--- src/rtl/swpec_pkg.sv ---
`default_nettype none
// ----------------------------------------------------------------------------
// swpec_pkg
// Shared types and constants for the sliding window peak event counter.
// ----------------------------------------------------------------------------
package swpec_pkg;

   localparam int TIME_W   = 34;
   localparam int WIN_W    = 31;
   localparam int COUNT_W  = 11;
   localparam int CSR_IDX_W = 2;
   localparam int CSR_DATA_W = 34;

   localparam logic [CSR_IDX_W-1:0] CSR_RANGE_START   = 2'd0;
   localparam logic [CSR_IDX_W-1:0] CSR_RANGE_END     = 2'd1;
   localparam logic [CSR_IDX_W-1:0] CSR_WINDOW_LENGTH = 2'd2;

   typedef logic [TIME_W-1:0]  time_type;
   typedef logic [WIN_W-1:0]   win_type;
   typedef logic [COUNT_W-1:0] count_type;

   // controller to datapath
   typedef struct packed {
      logic take;
      logic push;
      logic pop;
      logic load;
   } cmd_type;

   // datapath to controller
   typedef struct packed {
      logic in_range;
      logic full;
      logic empty;
      logic pop_due;
      logic slot_free;
   } stat_type;

endpackage
`default_nettype wire

--- src/rtl/swpec_ctrl.sv ---
`default_nettype none
// ----------------------------------------------------------------------------
// swpec_ctrl
// Sequencer: takes a request, runs the pop loop, hands off the response.
// ----------------------------------------------------------------------------
module swpec_ctrl (
   input  wire logic               clock,
   input  wire logic               reset,
   input  wire logic               req_valid,
   output logic                    req_ready,
   input  wire swpec_pkg::stat_type stat,
   output swpec_pkg::cmd_type      cmd
);
   import swpec_pkg::*;

   localparam logic [1:0] S_IDLE  = 2'd0;
   localparam logic [1:0] S_CHECK = 2'd1;
   localparam logic [1:0] S_FIN   = 2'd2;

   logic [1:0] state_ff, state_in;
   logic       take;
   logic       push;

   assign req_ready = (state_ff == S_IDLE);
   assign take      = req_ready && req_valid;
   assign push      = take && stat.in_range && !stat.full;

   always_comb begin
      cmd.take = take;
      cmd.push = push;
      cmd.pop  = (state_ff == S_CHECK) && stat.pop_due;
      cmd.load = (state_ff == S_FIN) && stat.slot_free;
   end

   always_comb begin
      state_in = state_ff;
      unique case (state_ff)
         S_IDLE: begin
            if (take) begin
               // first push into an empty store never pops
               state_in = (push && !stat.empty) ? S_CHECK : S_FIN;
            end
         end
         S_CHECK: begin
            if (!stat.pop_due) begin
               state_in = S_FIN;
            end
         end
         S_FIN: begin
            if (stat.slot_free) begin
               state_in = S_IDLE;
            end
         end
         default: begin
            state_in = S_IDLE;
         end
      endcase
   end

   always_ff @(posedge clock) begin
      if (reset) begin
         state_ff <= S_IDLE;
      end else begin
         state_ff <= state_in;
      end
   end

endmodule
`default_nettype wire

--- config.mk ---
export PLATFORM = sky130hd
export DESIGN_NAME = swpec_ctrl
export DESIGN_NICKNAME = d
export VERILOG_FILES = /design/src/rtl/swpec_pkg.sv /design/src/rtl/swpec_ctrl.sv
export SDC_FILE = /design/constraint.sdc
export NUM_CORES = 1
export LEC_CHECK = 0
export BUFFER_PORTS_ARGS = -buffer_cell sky130_fd_sc_hd__buf_2
export CORE_AREA = 2 2 39 41
export DETAILED_ROUTE_END_ITERATION = 10
export DIE_AREA = 0 0 41 43
export PLACE_DENSITY = 0.43
export RECOVER_POWER = 100
export SYNTH_ARGS = -nofsm -noshare
export SYNTH_HDL_FRONTEND = slang
export SYNTH_SLANG_ARGS = --single-unit
export TNS_END_PERCENT = 5
--- constraint.sdc ---
create_clock -name clock -period 1.7 [get_ports clock]
set_clock_uncertainty 0.15 [all_clocks]
set_input_delay 0.51 -clock clock [delete_from_list [all_inputs] [get_ports clock]]
set_output_delay 0.51 -clock clock [all_outputs]
set_load 0.02 [all_outputs]
==> results.ini <==
[run_status]
status = finished, violations left
violations = setup timing

[global_routing]
grt_use_met1_pct = 5.732
grt_first_pass_wirelength_um = 614
grt_max_degree = 6
track_usage_pct = 6.206
busiest_layer = met4
overflow = 0
grt_pass1_vias = 150
met2_usage_pct = 6.250
grt_use_met3_pct = 6.283
antenna_found_initial = 0

[job]
drv_cap = 0

[clock_network]
clk_latency_ns = 0.22
cts_buffers = 3
clkSinkCount = 2
cts_root_buffer = clkbuf_4
cts_buffer_depth = 2
post_cts_buffers = 0
htree_levels = 1
ctsHoldBuffers = 0
cts_tree = built
clkTransAtPathRegs_ns = 0.03

[worst_setup_path]
crit_type = reg2out
slowest_stage = dfxtp_2
worstPathRequired_ns = 1.04
crit_path_cell_trace = or2b_1, nor2_1, buf_4
start_kind = register
cp-end-kind = primary output
max_stage_delay_ns = 0.36
cp_top_family = flip-flops
critPathMaxFanout = 5
path_buf_inv = 1
crit_arrival_ns = 1.07

[synth]
synth_cell_types = 9
synth-seq-area-share_pct = 29.36
ys_ff_latch = 2
netlist_area_um2 = 136.4
synthTopCellsByArea = dfxtp_1, and3b_1, nor2_1
synth_fp_nets = 25
synth_area_per_cell_um2 = 8.022
yosysTopAreaCell = dfxtp_1
ys.warnings.count = 0
synth_top_area_share_pct = 29.36
synthCells = 17

[timing]
worst_pin_slew_ns = 0.2448
hold_viol_final = 0
rsz0062_at_grt = yes
period_share_pct = 101.6
fin_crit_ns = 1.728
slew_headroom_pct = 83.75
setup_slack_ns = -0.02797
final_max_slew_viol_count = 0
setup_violations = 2
max_clock_freq_mhz = 578.7

[power]
p_total_mw = 0.2093
p_clk_share_pct = 50.3
p_sw_share_pct = 25.47
seqPwrFrac_pct = 26.0
p_sw_mw = 0.05331
power.density_nw_per_um2 = 804.2
internal_power_mw = 0.1560
combPwrFrac_pct = 23.7
vdd_drop_max_mv = 0.2002
p_leak_nw = 0.1362

[layout]
top_register = state_ff
layout-drive-gt1-share_pct = 58.06
largest_reg_flops = 2
design_area_um2 = 260.3
antenna_cells = 0
utilization_pct = 18.81
largest_registers = state_ff: 2 flops
layout.cells.non_filler = 47
nNetsFinal = 41
area_delta_synth_final_pct = 90.83

[placement]
io_buffers = 12
placed_area_um2 = 209.0
dp_cells = 44
gp_congestion = 0.6084

[drt]
drc_errors = 0
dr.pass1.iters = 4
wl_per_cell_um = 8.553
routed_via_density = 3.489
drt-initial-drc-count = 4
wl_um = 402
drtAntennaViolNets = 0
num_vias = 164

[floorplanning]
dieHeight_um = 43
start_util_pct = 9.855
dieArea_um2 = 1763
row_count = 14
die_w_um = 41
io_pins = 13
core_region_area_um2 = 1384

[hold_path]
hold_class = in2reg

## Yosys cell counts
library cell	number
a31oi_1	1
and3b_1	3
buf_4	2
dfxtp_1	2
inv_1	1
nor2_1	5
nor3b_2	1
o22ai_1	1
or2b_1	1
## power by group through the flow
stage                     registers, mW  logic (mW)  clock network [mW]
after floorplan                  0.0530      0.0264                   0
after global placement           0.0537      0.0418                   0
after detailed placement         0.0536      0.0425                   0
after CTS                        0.0544      0.0512               0.115
after global routing             0.0549      0.0541               0.120
final                            0.0544      0.0496               0.105
## final timing paths
kind	cells after the start	startpoint	endpoint	slack [ns]
max	3	state_ff[1]	cmd[0]	-0.03
min	2	reset	state_ff[0]	0.30
max reg2reg	4	state_ff[1]	state_ff[1]	0.50
min reg2reg	2	state_ff[1]	state_ff[1]	0.51
## cells in the final DEF (no fill, tap or decap), types with 2 or more instances in the layout
master    synthesis  routed
buf_2             0       6
nor2_1            5       5
and3b_1           3       3
clkbuf_4          0       3
buf_6             0       3
buf_4             2       2
dfxtp_2           0       2
## layout make-up
type                       instances  area [µm²]
fill                             157        1124
timing repair buffer              13       87.58
multi-input combinational         12       83.83
sequential                         2       42.54
clock buffer                       3       22.52
tap                               16       20.02
inverter                           1       3.754
## metrics by stage
stage | TNS (ns) | hold slack (ns) | setup slack, ns
detailed placement | -0.1234 | 0.5268 | -0.08240
finish | -0.04986 | 0.3014 | -0.02797
global placement | -0.1275 | 0.4982 | -0.08099
CTS | -0.1070 | 0.2880 | -0.05920
global route | -0.2202 | 0.2900 | -0.1008
floorplan | 0 | 0.4324 | 0.05886
## worst register-to-register path: cells and delay by family, from the launching register on
kind	cells	cell delay [ns]
AND/OR/NAND/NOR	2	0.37
flip-flops	1	0.33
buffers and inverters	1	0.14
AO/OA/AOI/OAI	1	0.09
## logic make-up after synthesis
group	share of synthesized area [%]
flops	29.36
simple gates	47.71
buf+inv	13.76
compound gates	9.180
## per-layer routing
layer	part of all wire [%]	vias to the layer above	routed length (µm)
li1	-	88	-
met1	43	67	174
met2	42	9	169
met3	14	0	58
met4	0	0	0
met5	0	-	0
## what timing repair did
action,CTS,global route
pin swaps,2,1
cloned,0,0
resized for setup,9,0
endpoints found under the setup margin,3,3
No activity file was read; power rests on OpenSTA's default activity.
